[src/sv/tli_pkg.sv]
`default_nettype none
package tli_pkg;

   localparam int NumRegs    = 15;
   localparam int RegIdxW    = 4;
   localparam int DataW      = 32;
   localparam int QueueDepth = 2;   // power of two, pointers wrap naturally
   localparam int QPtrW      = $clog2(QueueDepth);
   localparam int QCntW      = $clog2(QueueDepth + 1);

   localparam logic [RegIdxW-1:0] PC_REG = 4'd15;

   // instruction codes as they arrive on the request channel
   typedef enum logic [2:0] {
      OP_TST = 3'd0,
      OP_AND = 3'd1,
      OP_BIC = 3'd2,
      OP_MOV = 3'd3,
      OP_ORR = 3'd4
   } tli_opcode_type;

   // operation carried out by the back end
   typedef enum logic [1:0] {
      LOGIC_AND,
      LOGIC_BIC,
      LOGIC_MOV,
      LOGIC_ORR
   } tli_logic_op_type;

   // classified instruction, front to back
   typedef struct packed {
      logic                 reject;      // PC use or unused opcode
      logic                 write_reg;
      logic                 set_flags;
      logic                 keep_carry;  // replicated pattern: C passes through
      logic                 rot_carry;   // rotated pattern: bit 31 of immediate
      tli_logic_op_type     logic_op;
      logic [RegIdxW-1:0]   src;
      logic [RegIdxW-1:0]   dest;
      logic [DataW-1:0]     imm;
   } tli_cmd_type;

endpackage
`default_nettype wire

[src/sv/tli_channels.sv]
`default_nettype none
interface tli_req_if;
   logic       valid;
   logic       ready;
   logic [2:0] opcode;
   logic       set_flags;
   logic [3:0] source_reg;
   logic [3:0] dest_reg;
   logic       imm_top_bit;
   logic [2:0] imm_mid_bits;
   logic [7:0] imm_low_byte;

   modport source (output valid, opcode, set_flags, source_reg, dest_reg,
                   imm_top_bit, imm_mid_bits, imm_low_byte, input ready);
   modport sink   (input valid, opcode, set_flags, source_reg, dest_reg,
                   imm_top_bit, imm_mid_bits, imm_low_byte, output ready);
endinterface

interface tli_rsp_if;
   logic        valid;
   logic        ready;
   logic [31:0] result_value;
   logic        reg_written;
   logic        negative_flag;
   logic        zero_flag;
   logic        carry_flag;
   logic        unpredictable;

   modport source (output valid, result_value, reg_written, negative_flag,
                   zero_flag, carry_flag, unpredictable, input ready);
   modport sink   (input valid, result_value, reg_written, negative_flag,
                   zero_flag, carry_flag, unpredictable, output ready);
endinterface
`default_nettype wire

[src/sv/tli_front.sv]
`default_nettype none
module tli_front (
   tli_req_if.sink              req_chan,
   input  logic                 queue_full,
   output logic                 push,
   output tli_pkg::tli_cmd_type cmd
);

   logic [11:0] imm12;
   logic [31:0] rot_base;
   logic [63:0] rot_dbl;
   logic [31:0] rot_val;
   logic [31:0] rep_val;
   logic [7:0]  b;

   assign req_chan.ready = !queue_full;
   assign push           = req_chan.valid && !queue_full;

   assign imm12    = {req_chan.imm_top_bit, req_chan.imm_mid_bits, req_chan.imm_low_byte};
   assign b        = req_chan.imm_low_byte;
   assign rot_base = {24'd0, 1'b1, b[6:0]};
   assign rot_dbl  = {rot_base, rot_base} >> imm12[11:7];
   assign rot_val  = rot_dbl[31:0];

   always_comb begin
      unique case (imm12[9:8])
         2'd0:    rep_val = {24'd0, b};
         2'd1:    rep_val = {8'd0, b, 8'd0, b};
         2'd2:    rep_val = {b, 8'd0, b, 8'd0};
         default: rep_val = {b, b, b, b};
      endcase
   end

   always_comb begin
      cmd            = '0;
      cmd.src        = req_chan.source_reg;
      cmd.dest       = req_chan.dest_reg;
      cmd.set_flags  = req_chan.set_flags;
      cmd.write_reg  = 1'b1;
      cmd.keep_carry = (imm12[11:10] == 2'b00);
      cmd.imm        = cmd.keep_carry ? rep_val : rot_val;
      cmd.rot_carry  = rot_val[31];
      cmd.logic_op   = tli_pkg::LOGIC_AND;
      unique case (req_chan.opcode)
         tli_pkg::OP_TST: begin
            cmd.reject    = (req_chan.source_reg == tli_pkg::PC_REG);
            cmd.write_reg = 1'b0;
            cmd.set_flags = 1'b1;
         end
         tli_pkg::OP_AND: begin
            cmd.reject = (req_chan.source_reg == tli_pkg::PC_REG) ||
                         (req_chan.dest_reg == tli_pkg::PC_REG);
         end
         tli_pkg::OP_BIC: begin
            cmd.reject   = (req_chan.source_reg == tli_pkg::PC_REG) ||
                           (req_chan.dest_reg == tli_pkg::PC_REG);
            cmd.logic_op = tli_pkg::LOGIC_BIC;
         end
         tli_pkg::OP_MOV: begin
            cmd.reject   = (req_chan.dest_reg == tli_pkg::PC_REG);
            cmd.logic_op = tli_pkg::LOGIC_MOV;
         end
         tli_pkg::OP_ORR: begin
            cmd.reject   = (req_chan.source_reg == tli_pkg::PC_REG) ||
                           (req_chan.dest_reg == tli_pkg::PC_REG);
            cmd.logic_op = tli_pkg::LOGIC_ORR;
         end
         default: begin
            cmd.reject = 1'b1;
         end
      endcase
   end

endmodule
`default_nettype wire

[src/sv/tli_queue.sv]
`default_nettype none
module tli_queue (
   input  logic                 clock,
   input  logic                 reset,
   input  logic                 push,
   input  tli_pkg::tli_cmd_type push_cmd,
   output logic                 full,
   input  logic                 pop,
   output logic                 head_valid,
   output tli_pkg::tli_cmd_type head_cmd
);

   tli_pkg::tli_cmd_type             entry_ff [tli_pkg::QueueDepth];
   logic [tli_pkg::QPtrW-1:0]        wr_ptr_ff, wr_ptr_in;
   logic [tli_pkg::QPtrW-1:0]        rd_ptr_ff, rd_ptr_in;
   logic [tli_pkg::QCntW-1:0]        count_ff, count_in;

   assign full       = (count_ff == tli_pkg::QCntW'(tli_pkg::QueueDepth));
   assign head_valid = (count_ff != '0);
   assign head_cmd   = entry_ff[rd_ptr_ff];

   always_comb begin
      wr_ptr_in = push ? wr_ptr_ff + 1'b1 : wr_ptr_ff;
      rd_ptr_in = pop  ? rd_ptr_ff + 1'b1 : rd_ptr_ff;
      count_in  = count_ff;
      if (push && !pop) begin
         count_in = count_ff + 1'b1;
      end else if (pop && !push) begin
         count_in = count_ff - 1'b1;
      end
   end

   always_ff @(posedge clock) begin
      if (reset) begin
         wr_ptr_ff <= '0;
         rd_ptr_ff <= '0;
         count_ff  <= '0;
      end else begin
         wr_ptr_ff <= wr_ptr_in;
         rd_ptr_ff <= rd_ptr_in;
         count_ff  <= count_in;
      end
   end

   always_ff @(posedge clock) begin
      if (push) begin
         entry_ff[wr_ptr_ff] <= push_cmd;
      end
   end

endmodule
`default_nettype wire

[src/sv/tli_back.sv]
`default_nettype none
module tli_back (
   input  logic                 clock,
   input  logic                 reset,
   input  logic                 head_valid,
   input  tli_pkg::tli_cmd_type head_cmd,
   output logic                 pop,
   tli_rsp_if.source            rsp_chan
);

   logic [tli_pkg::DataW-1:0] reg_file_ff [tli_pkg::NumRegs];
   logic                      flag_n_ff, flag_n_in;
   logic                      flag_z_ff, flag_z_in;
   logic                      flag_c_ff, flag_c_in;
   logic                      out_valid_ff, out_valid_in;
   logic [tli_pkg::DataW-1:0] out_result_ff, out_result_in;
   logic                      out_written_ff, out_written_in;
   logic                      out_unpred_ff, out_unpred_in;
   logic [tli_pkg::DataW-1:0] operand;
   logic                      do_write;

   // output slot free or being emptied this cycle
   assign pop = head_valid && (!out_valid_ff || rsp_chan.ready);

   assign operand = (head_cmd.src != tli_pkg::PC_REG) ? reg_file_ff[head_cmd.src] : '0;

   always_comb begin
      unique case (head_cmd.logic_op)
         tli_pkg::LOGIC_AND: out_result_in = operand & head_cmd.imm;
         tli_pkg::LOGIC_BIC: out_result_in = operand & ~head_cmd.imm;
         tli_pkg::LOGIC_MOV: out_result_in = head_cmd.imm;
         default:            out_result_in = operand | head_cmd.imm;
      endcase
      if (head_cmd.reject) begin
         out_result_in = '0;
      end
      out_written_in = head_cmd.write_reg && !head_cmd.reject;
      out_unpred_in  = head_cmd.reject;
      do_write       = pop && out_written_in;

      flag_n_in = flag_n_ff;
      flag_z_in = flag_z_ff;
      flag_c_in = flag_c_ff;
      if (head_cmd.set_flags && !head_cmd.reject) begin
         flag_n_in = out_result_in[tli_pkg::DataW-1];
         flag_z_in = (out_result_in == '0);
         flag_c_in = head_cmd.keep_carry ? flag_c_ff : head_cmd.rot_carry;
      end

      out_valid_in = out_valid_ff;
      if (pop) begin
         out_valid_in = 1'b1;
      end else if (rsp_chan.ready) begin
         out_valid_in = 1'b0;
      end
   end

   always_ff @(posedge clock) begin
      if (reset) begin
         for (int k = 0; k < tli_pkg::NumRegs; k++) begin
            reg_file_ff[k] <= '0;
         end
         flag_n_ff    <= 1'b0;
         flag_z_ff    <= 1'b0;
         flag_c_ff    <= 1'b0;
         out_valid_ff <= 1'b0;
      end else begin
         out_valid_ff <= out_valid_in;
         if (pop) begin
            flag_n_ff <= flag_n_in;
            flag_z_ff <= flag_z_in;
            flag_c_ff <= flag_c_in;
         end
         if (do_write) begin
            reg_file_ff[head_cmd.dest] <= out_result_in;
         end
      end
   end

   always_ff @(posedge clock) begin
      if (pop) begin
         out_result_ff  <= out_result_in;
         out_written_ff <= out_written_in;
         out_unpred_ff  <= out_unpred_in;
      end
   end

   // flags register reflects the word just produced, so present it with it
   logic out_n_ff, out_z_ff, out_c_ff;
   always_ff @(posedge clock) begin
      if (pop) begin
         out_n_ff <= flag_n_in;
         out_z_ff <= flag_z_in;
         out_c_ff <= flag_c_in;
      end
   end

   assign rsp_chan.valid         = out_valid_ff;
   assign rsp_chan.result_value  = out_result_ff;
   assign rsp_chan.reg_written   = out_written_ff;
   assign rsp_chan.negative_flag = out_n_ff;
   assign rsp_chan.zero_flag     = out_z_ff;
   assign rsp_chan.carry_flag    = out_c_ff;
   assign rsp_chan.unpredictable = out_unpred_ff;

endmodule
`default_nettype wire

[src/sv/thumb2_logical_immediate_unit_top.sv]
// Thumb-2 logical instruction unit with modified immediate (TST/AND/BIC/MOV/ORR).
//
// Channels: req_chan takes one instruction word per valid/ready handshake;
// rsp_chan returns exactly one result word per instruction, in order.
// Front end decodes the word, flags PC use and unused opcodes, and expands
// the 12-bit immediate. A two-word queue decouples it from the back end,
// which owns the 15-entry register file and the N/Z/C flags.
//
// Order: the accepting edge writes the queue; the back end then executes the
// queue head into the output register, raising rsp valid, once that register
// is free or being emptied. Throughput: one word per cycle while the receiver
// takes results; the back end reads registers and flags and writes them back
// in the same cycle, so dependent words follow each other with no bubble.
//
// Reset (synchronous, active high): registers r0..r14 and all flags clear,
// queue and output slot empty. No initialization sweep.
//
// Receiver stall: the output register holds its word; the back end stops
// draining the queue, and req ready drops once the queue's two slots fill.
`default_nettype none
module thumb2_logical_immediate_unit_top (
   input  logic      clock,
   input  logic      reset,
   tli_req_if.sink   req_chan,
   tli_rsp_if.source rsp_chan
);

   tli_pkg::tli_cmd_type front_cmd;
   tli_pkg::tli_cmd_type head_cmd;
   logic                 push;
   logic                 queue_full;
   logic                 pop;
   logic                 head_valid;

   // decode and immediate expansion
   tli_front u_front (
      .req_chan   (req_chan),
      .queue_full (queue_full),
      .push       (push),
      .cmd        (front_cmd)
   );

   // decoupling queue
   tli_queue u_queue (
      .clock      (clock),
      .reset      (reset),
      .push       (push),
      .push_cmd   (front_cmd),
      .full       (queue_full),
      .pop        (pop),
      .head_valid (head_valid),
      .head_cmd   (head_cmd)
   );

   // register file, flags, result register
   tli_back u_back (
      .clock      (clock),
      .reset      (reset),
      .head_valid (head_valid),
      .head_cmd   (head_cmd),
      .pop        (pop),
      .rsp_chan   (rsp_chan)
   );

endmodule
`default_nettype wire

[src/flat_wrapper.sv]
// flat-port wrapper written by rule: the top's interface ports become plain ports
module thumb2_logical_immediate_unit_top_flat 
  (clock, reset, req_chan_valid, req_chan_opcode, req_chan_set_flags, req_chan_source_reg, req_chan_dest_reg, req_chan_imm_top_bit, req_chan_imm_mid_bits, req_chan_imm_low_byte, req_chan_ready, rsp_chan_valid, rsp_chan_result_value, rsp_chan_reg_written, rsp_chan_negative_flag, rsp_chan_zero_flag, rsp_chan_carry_flag, rsp_chan_unpredictable, rsp_chan_ready);
  tli_req_if req_chan_i ();
  tli_rsp_if rsp_chan_i ();
  input  logic clock;
  input  logic reset;
  input wire logic [$bits(req_chan_i.valid)-1:0] req_chan_valid;
  input wire logic [$bits(req_chan_i.opcode)-1:0] req_chan_opcode;
  input wire logic [$bits(req_chan_i.set_flags)-1:0] req_chan_set_flags;
  input wire logic [$bits(req_chan_i.source_reg)-1:0] req_chan_source_reg;
  input wire logic [$bits(req_chan_i.dest_reg)-1:0] req_chan_dest_reg;
  input wire logic [$bits(req_chan_i.imm_top_bit)-1:0] req_chan_imm_top_bit;
  input wire logic [$bits(req_chan_i.imm_mid_bits)-1:0] req_chan_imm_mid_bits;
  input wire logic [$bits(req_chan_i.imm_low_byte)-1:0] req_chan_imm_low_byte;
  output wire logic [$bits(req_chan_i.ready)-1:0] req_chan_ready;
  output wire logic [$bits(rsp_chan_i.valid)-1:0] rsp_chan_valid;
  output wire logic [$bits(rsp_chan_i.result_value)-1:0] rsp_chan_result_value;
  output wire logic [$bits(rsp_chan_i.reg_written)-1:0] rsp_chan_reg_written;
  output wire logic [$bits(rsp_chan_i.negative_flag)-1:0] rsp_chan_negative_flag;
  output wire logic [$bits(rsp_chan_i.zero_flag)-1:0] rsp_chan_zero_flag;
  output wire logic [$bits(rsp_chan_i.carry_flag)-1:0] rsp_chan_carry_flag;
  output wire logic [$bits(rsp_chan_i.unpredictable)-1:0] rsp_chan_unpredictable;
  input wire logic [$bits(rsp_chan_i.ready)-1:0] rsp_chan_ready;
  assign req_chan_i.valid = req_chan_valid;
  assign req_chan_i.opcode = req_chan_opcode;
  assign req_chan_i.set_flags = req_chan_set_flags;
  assign req_chan_i.source_reg = req_chan_source_reg;
  assign req_chan_i.dest_reg = req_chan_dest_reg;
  assign req_chan_i.imm_top_bit = req_chan_imm_top_bit;
  assign req_chan_i.imm_mid_bits = req_chan_imm_mid_bits;
  assign req_chan_i.imm_low_byte = req_chan_imm_low_byte;
  assign req_chan_ready = req_chan_i.ready;
  assign rsp_chan_valid = rsp_chan_i.valid;
  assign rsp_chan_result_value = rsp_chan_i.result_value;
  assign rsp_chan_reg_written = rsp_chan_i.reg_written;
  assign rsp_chan_negative_flag = rsp_chan_i.negative_flag;
  assign rsp_chan_zero_flag = rsp_chan_i.zero_flag;
  assign rsp_chan_carry_flag = rsp_chan_i.carry_flag;
  assign rsp_chan_unpredictable = rsp_chan_i.unpredictable;
  assign rsp_chan_i.ready = rsp_chan_ready;
  thumb2_logical_immediate_unit_top u_core (.clock(clock), .reset(reset), .req_chan(req_chan_i), .rsp_chan(rsp_chan_i));
endmodule
[config.mk]
export PLATFORM = sky130hd
export DESIGN_NAME = thumb2_logical_immediate_unit_top_flat
export DESIGN_NICKNAME = d
export VERILOG_FILES = /design/src/sv/tli_pkg.sv /design/src/sv/tli_channels.sv /design/src/sv/tli_front.sv /design/src/sv/tli_queue.sv /design/src/sv/tli_back.sv /design/src/sv/thumb2_logical_immediate_unit_top.sv /design/src/flat_wrapper.sv
export SDC_FILE = /design/constraint.sdc
export NUM_CORES = 1
export LEC_CHECK = 0
export BUFFER_PORTS_ARGS = -buffer_cell sky130_fd_sc_hd__buf_2
export CAP_MARGIN = 20
export CORE_UTILIZATION = 43
export DETAILED_ROUTE_END_ITERATION = 6
export GPL_TIMING_DRIVEN = 0
export SLEW_MARGIN = 30
export SYNTH_ARGS = -nofsm -noshare
export SYNTH_HDL_FRONTEND = slang
export SYNTH_SLANG_ARGS = --single-unit
export TNS_END_PERCENT = 1
[constraint.sdc]
create_clock -name clock -period 4.3 [get_ports clock]
set_clock_uncertainty 0.1 [all_clocks]
set_input_delay 0.215 -clock clock [delete_from_list [all_inputs] [get_ports clock]]
set_output_delay 0.215 -clock clock [all_outputs]
set_load 0.03 [all_outputs]
Yosys cells after proc, flatten, opt, wreduce, memory -nomap -nowiden
Memory sizes are Yosys's and may differ from the RTL's. A register that Yosys moved wholly into a read port is not among the register bits.
Index checks and enable logic that the tools add are counted.
W data, S select, Z words.

word-level totals
  logic and storage cells = 88
  bits of input ports = 28
  RAM bits = 574
  memories = 2
  flip-flop bits (word level) = 45

operators by class
  reductions and logical operators = 24
  equal/unequal tests = 12
  shifts and indexed selects = 1
  add/subtract/negate cells = 4
  multiplexer cells = 28
  bitwise logic cells = 4

memory list
  name                       words  bits a word  read ports  clocked after Yosys merged registers in  write ports  line             RTL
  u_core.u_back.reg_file_ff  15     32           1           0                                        15           tli_back.sv:11   logic [tli_pkg::DataW-1:0] reg_file_ff [tli_pkg::NumRegs];
  u_core.u_queue.entry_ff    2      47           1           1                                        1            tli_queue.sv:13  tli_pkg::tli_cmd_type entry_ff [tli_pkg::QueueDepth];

operators with widths
  kind                  number
  $pmux W32 S3          2
  $mux W32              4
  $and A32 B32 Y32      2
  $shr A40 B5 Y32       1
  $logic_not A32 Y1     1
  $not A32 Y32          1
  $or A32 B32 Y32       1
  $reduce_or A32 Y1     1
  $mux W1               16
  $eq A4 B4 Y1 const B  2
  $logic_and A1 B1 Y1   7
  $eq A2 B2 Y1 const B  3
  $eq A3 B2 Y1 const B  2
  $logic_not A2 Y1      3
  $mux W2               3
  $pmux W2 S3           1
  $reduce_bool A2 Y1    3
  $logic_not A1 Y1      5
  $eq A2 B1 Y1 const B  2
  $mux W4               1
  $ne A4 B4 Y1 const B  1
  $eq A3 B1 Y1 const B  1
  $eq A3 B3 Y1 const B  1
  $logic_not A3 Y1      1
  other kinds (6)       8

Longest topological paths before layout
  depth in word-level cells = 9
  gate-level depth with buffers = 14
  depth with buffers taken out = 10

Hierarchy
Synthesis repeated with hierarchy kept, for this count alone.

second synthesis, totals
  cells, all modules = 2,136
  area total of the unflattened synthesis = 28,731.3 µm²

modules (own cells, without submodules)
  module     cells an instance  area an instance (µm²)  times used
  tli_back   1,789              23,993.0                1
  tli_queue  168                3,608.5                 1
  tli_front  179                1,129.8                 1

Least setup slack after synthesis
Ideal clock, no wire load.

  kind = register to register
  start point = register with a tool-made name
  end point = memory u_core.u_back.reg_file_ff[1][0] in the netlist's numbering, enable pin
  setup slack = 776 ps
  path buffers = 8
  stages on the path, launching flop included = 13
  arrival = 3,030 ps
  clock period less this slack = 3,524 ps
  cells stage by stage = dfxtp_1 > buf_6 > buf_4 > buf_4 > buf_4 > buf_4 > buf_2 > buf_2 > nand2_1 > o32a_1 > or3_1 > clkbuf_1 > nand2b_1

RTL lines
  what           line
  end, declared  tli_back.sv:11

==> run_results.csv <==
group,metric,value,unit
drt,vias,24290,
clock_network,cts_tree,"yes",
floorplanning,start_util,43.83,%
setup_path,crit_fanout,12,
synth,syn_area_per_cell,11.62,sq um
setup_path,crit_type,"flop to flop",
sta,setup_viol,97,
setup_path,end_kind,"flop",
hold_path,hold_class,"primary input to flop",
placed_design,gp_congestion,0.9920,
layout,drive_above_1_share,17.89,%
sta,rsz0062_at_grt,"yes",
synth,syn_nets,2581,
status,status,"complete, but fails checks",
sta,slew-limit-headroom,25.81,%
synth,synth_top_area_cell,"edfxtp_1",
clock_network,htree_num_levels,3,
synth,synth_area,29650,sq um
setup_path,crit_path_start_kind,"flop",
floorplanning,die_area,70000,sq um
drt,dr.pass1.iters,6,
power_and_ir_drop,power_leakage,12.47,nW
power_and_ir_drop,p_int,13.45,mW
setup_path,cp_cell_sequence,"buf_6 -> buf_6 -> mux2i_4 -> clkbuf_8 -> nand2_1 -> o22ai_2 -> o31a_2 -> inv_2 -> nor4b_2 -> nand4_1 -> or3_1 -> o21ai_1",
floorplanning,pin_count,67,
sta,fin_hold_ws,78.90,ps
drt,drtAntennaViolNets,0,
sta,slew_viol_final,0,
synth,synth-compound-area-share,11.42,%
power_and_ir_drop,p_seq_share,32.6,%
floorplanning,die_h,264.6,microns
setup_path,cp.required,4660,ps
clock_network,cts_buffers,70,
setup_path,crit_top_cell,"buf_6",
setup_path,rrSetupSlack,-190,ps
synth,synth_area_leaders,"edfxtp_1 (63%), nor2_1 (6.8%), nand2_1 (3.0%)",
synth,yosys.area_share.adder,0.04220,%
synth,synth_top_family_by_area,"simple AND/OR/NAND/NOR gates",
drt,drt_drc_violations_left,0,
placed_design,io_buffers,63,
drt,drtIter0Drc,4454,
placed_design,dp_worst_setup_slack,-1495,ps
power_and_ir_drop,pwr-share-clk,24.7,%
setup_path,cp_slowest_cell,"or3_1",
placed_design,dp_hpwl,92660,microns
power_and_ir_drop,switchingPower,10.26,mW
drt,viasPerCell,6.577,
setup_path,cp.arrival,4850,ps
grt,overflow,0,
power_and_ir_drop,switching_share,43.26,%
synth,synth_mux_area_share,4.951,%
sta,max_clock_freq,0.2228,GHz
synth,synth_seq_cells,632,
grt,grt_pass1_vias,22590,
grt,grt_max_degree,42,
job,max_cap_viol_count,0,
synth,synth_xor_area_share,1.654,%
grt,grt_pass1_wl,181900,microns
synth,netlist_instances,2552,
grt,antenna_found_initial,4,
status,violations,"negative setup slack",
grt,track_usage,38.53,%
sta,finalHoldViolations,0,
synth,yosys_most_used_dff,"edfxtp_1",
synth,synth.yosys.seq_area_share,63.71,%
synth,synth_top_area_share,63.10,%
synth,yosys-top-cells-count,"edfxtp_1 (623), nor2_1 (538), nand2_1 (233), clkbuf_1 (141), a21oi_1 (110)",
setup_path,critical-path-top-delay-family,"simple AND/OR/NAND/NOR gates",
setup_path,crit_path_max_incr_delay,500,ps
floorplanning,rows,95,
clock_network,cts_max_path_buffers,3,
synth,synth-async-reset-ratio,0,%
synth,synth-edff-count,623,
clock_network,cts_root_buf,"clkbuf_16",
sta,fin_crit_sh,104.4,%
sta,fin_ws,-188.5,ps
synth,synth_cell_types,85,
layout,syn_to_final_growth,18.04,%
layout,final_cell_area,34990,sq um
power_and_ir_drop,combPwrFrac,42.8,%
synth,synth-simple-area-share,14.27,%
synth,yosys_warnings,0,
floorplanning,core-area,67630,sq um
clock_network,path_clk_slew,50,ps
drt,routedWlPerCell,36.89,microns
clock_network,worstSkewPairLatency,630,ps
setup_path,path_buf_inv,4,
placed_design,place_area,31570,sq um
synth,yosysMostFrequentCell,"edfxtp_1",
power_and_ir_drop,ir_drop,474.1,uV
sta,tightestPinTransition,1113,ps
drt,routed_wl,136200,microns
sta,setup_tns,-4005,ps
layout,nets,2791,
floorplanning,die_w,264.6,microns
clock_network,clock-sinks,632,
sta,period_needed,4489,ps
power_and_ir_drop,p_per_area,677.6,nW/um^2
## path summary, 6_finish.rpt
check | endpoint | cells past startpoint | start
worst max-delay path | u_core.u_back.rsp_chan.zero_flag | 12 | flop
worst max register to register | u_core.u_back.rsp_chan.zero_flag | 12 | flop
worst min-delay path | u_core.u_back.flag_z_ff | 3 | reset
worst min register to register | u_core.u_back.flag_z_ff | 2 | u_core.u_back.flag_z_ff
## routing by layer
metal	track usage, %	share of wire (%)	up-vias
li1	-	-	9764
met1	51.07	38	12160
met2	55.98	42	1932
met3	11.58	13	431
met4	22.50	7.0	2
met5	0	0.0095	-
## power groups by stage
| stage | Combinational [mW] | Sequential [mW] | Clock [mW] |
|---|---|---|---|
| 2_1_floorplan | 4.38 | 8.16 | 0 |
| 3_3_place_gp | 8.82 | 7.86 | 0 |
| 3_5_place_dp | 9.06 | 7.83 | 0 |
| 4_1_cts | 9.52 | 7.71 | 5.84 |
| 5_1_grt | 10.2 | 7.76 | 6.05 |
| 6_report | 10.1 | 7.72 | 5.85 |
## timing repair
action,4_1_cts,5_1_grt
endpoints found under the setup margin,1006,512
gates resized for setup,149,68
pin swaps,5,3
gates cloned,7,2
buffers inserted,18,14
endpoints found under the hold margin,49,0
hold buffers,24,0
## state kept, by name, indices dropped and copies added, names as in the netlist, named ones only
signal                                count
u_core.u_back.rsp_chan.reg_written        1
u_core.u_queue.entry_ff                  94
u_core.u_back.flag_z_ff                   1
u_core.u_queue.wr_ptr_ff                  1
u_core.u_queue.rd_ptr_ff                  1
u_core.u_back.rsp_chan.valid              1
u_core.u_back.rsp_chan.carry_flag         1
u_core.u_back.rsp_chan.negative_flag      1
u_core.u_back.flag_c_ff                   1
u_core.u_back.rsp_chan.unpredictable      1
u_core.u_queue.count_ff                   2
u_core.u_back.rsp_chan.zero_flag          1
u_core.u_back.rsp_chan.result_value      32
u_core.u_back.flag_n_ff                   1
u_core.u_back.reg_file_ff               492
## tightest hold or removal path: cells and delay by family
kind,cells,cell delay (ps)
compound gates,1,60
simple gates,1,170
buf+inv,1,300
## logic make-up after synthesis
| family | after synthesis |
|---|---|
| multiplexers | 120 |
| XOR/XNOR | 56 |
| flip-flops | 632 |
| AO/OA/AOI/OAI | 489 |
| AND/OR/NAND/NOR | 989 |
| adder cells (fa/ha/maj) | 1 |
| buffers and inverters | 265 |
## area by class of cell
cell class / instances / area (sq um)
antenna: 9 / 22.52
buffer: 209 / 1185
clock buffer: 87 / 1898
clock inverter: 34 / 250.2
fill: 5882 / 32640
inverter: 51 / 202.7
multi-input combinational: 1664 / 10300
sequential: 632 / 18890
tap: 873 / 1092
timing repair buffer: 134 / 1155
## cells in the final DEF (no fill, tap or decap), drive strengths merged, types with 8 or more instances in the layout
cell,n
mux2,27
nand2,233
a32oi,11
edfxtp,623
inv,50
o21ai,85
nand3,34
a41oi,8
nor2b,70
a21oi,110
xnor2,26
nor3,21
clkinv,29
or3,8
o2111ai,9
a32o,14
xor2,30
a31oi,14
dfxtp,9
a211oi,49
diode,9
mux2i,75
o22a,8
nand4,15
o22ai,62
a221oi,11
buf,180
nand2b,46
dlygate4sd3,24
nor2,538
a2bb2oi,24
mux4,18
a22oi,8
clkbuf,226
o32ai,12
## per-stage QoR
step	total power [mW]	std cells	util, %
global placement	16.68	3488	45.91
floorplan	12.54	2552	-
detailed placement	16.90	3503	46.67
finish	23.71	3693	51.74
global route	24.00	3684	51.71
CTS	23.08	3668	51.27
Power figures use the tool's default switching activity.
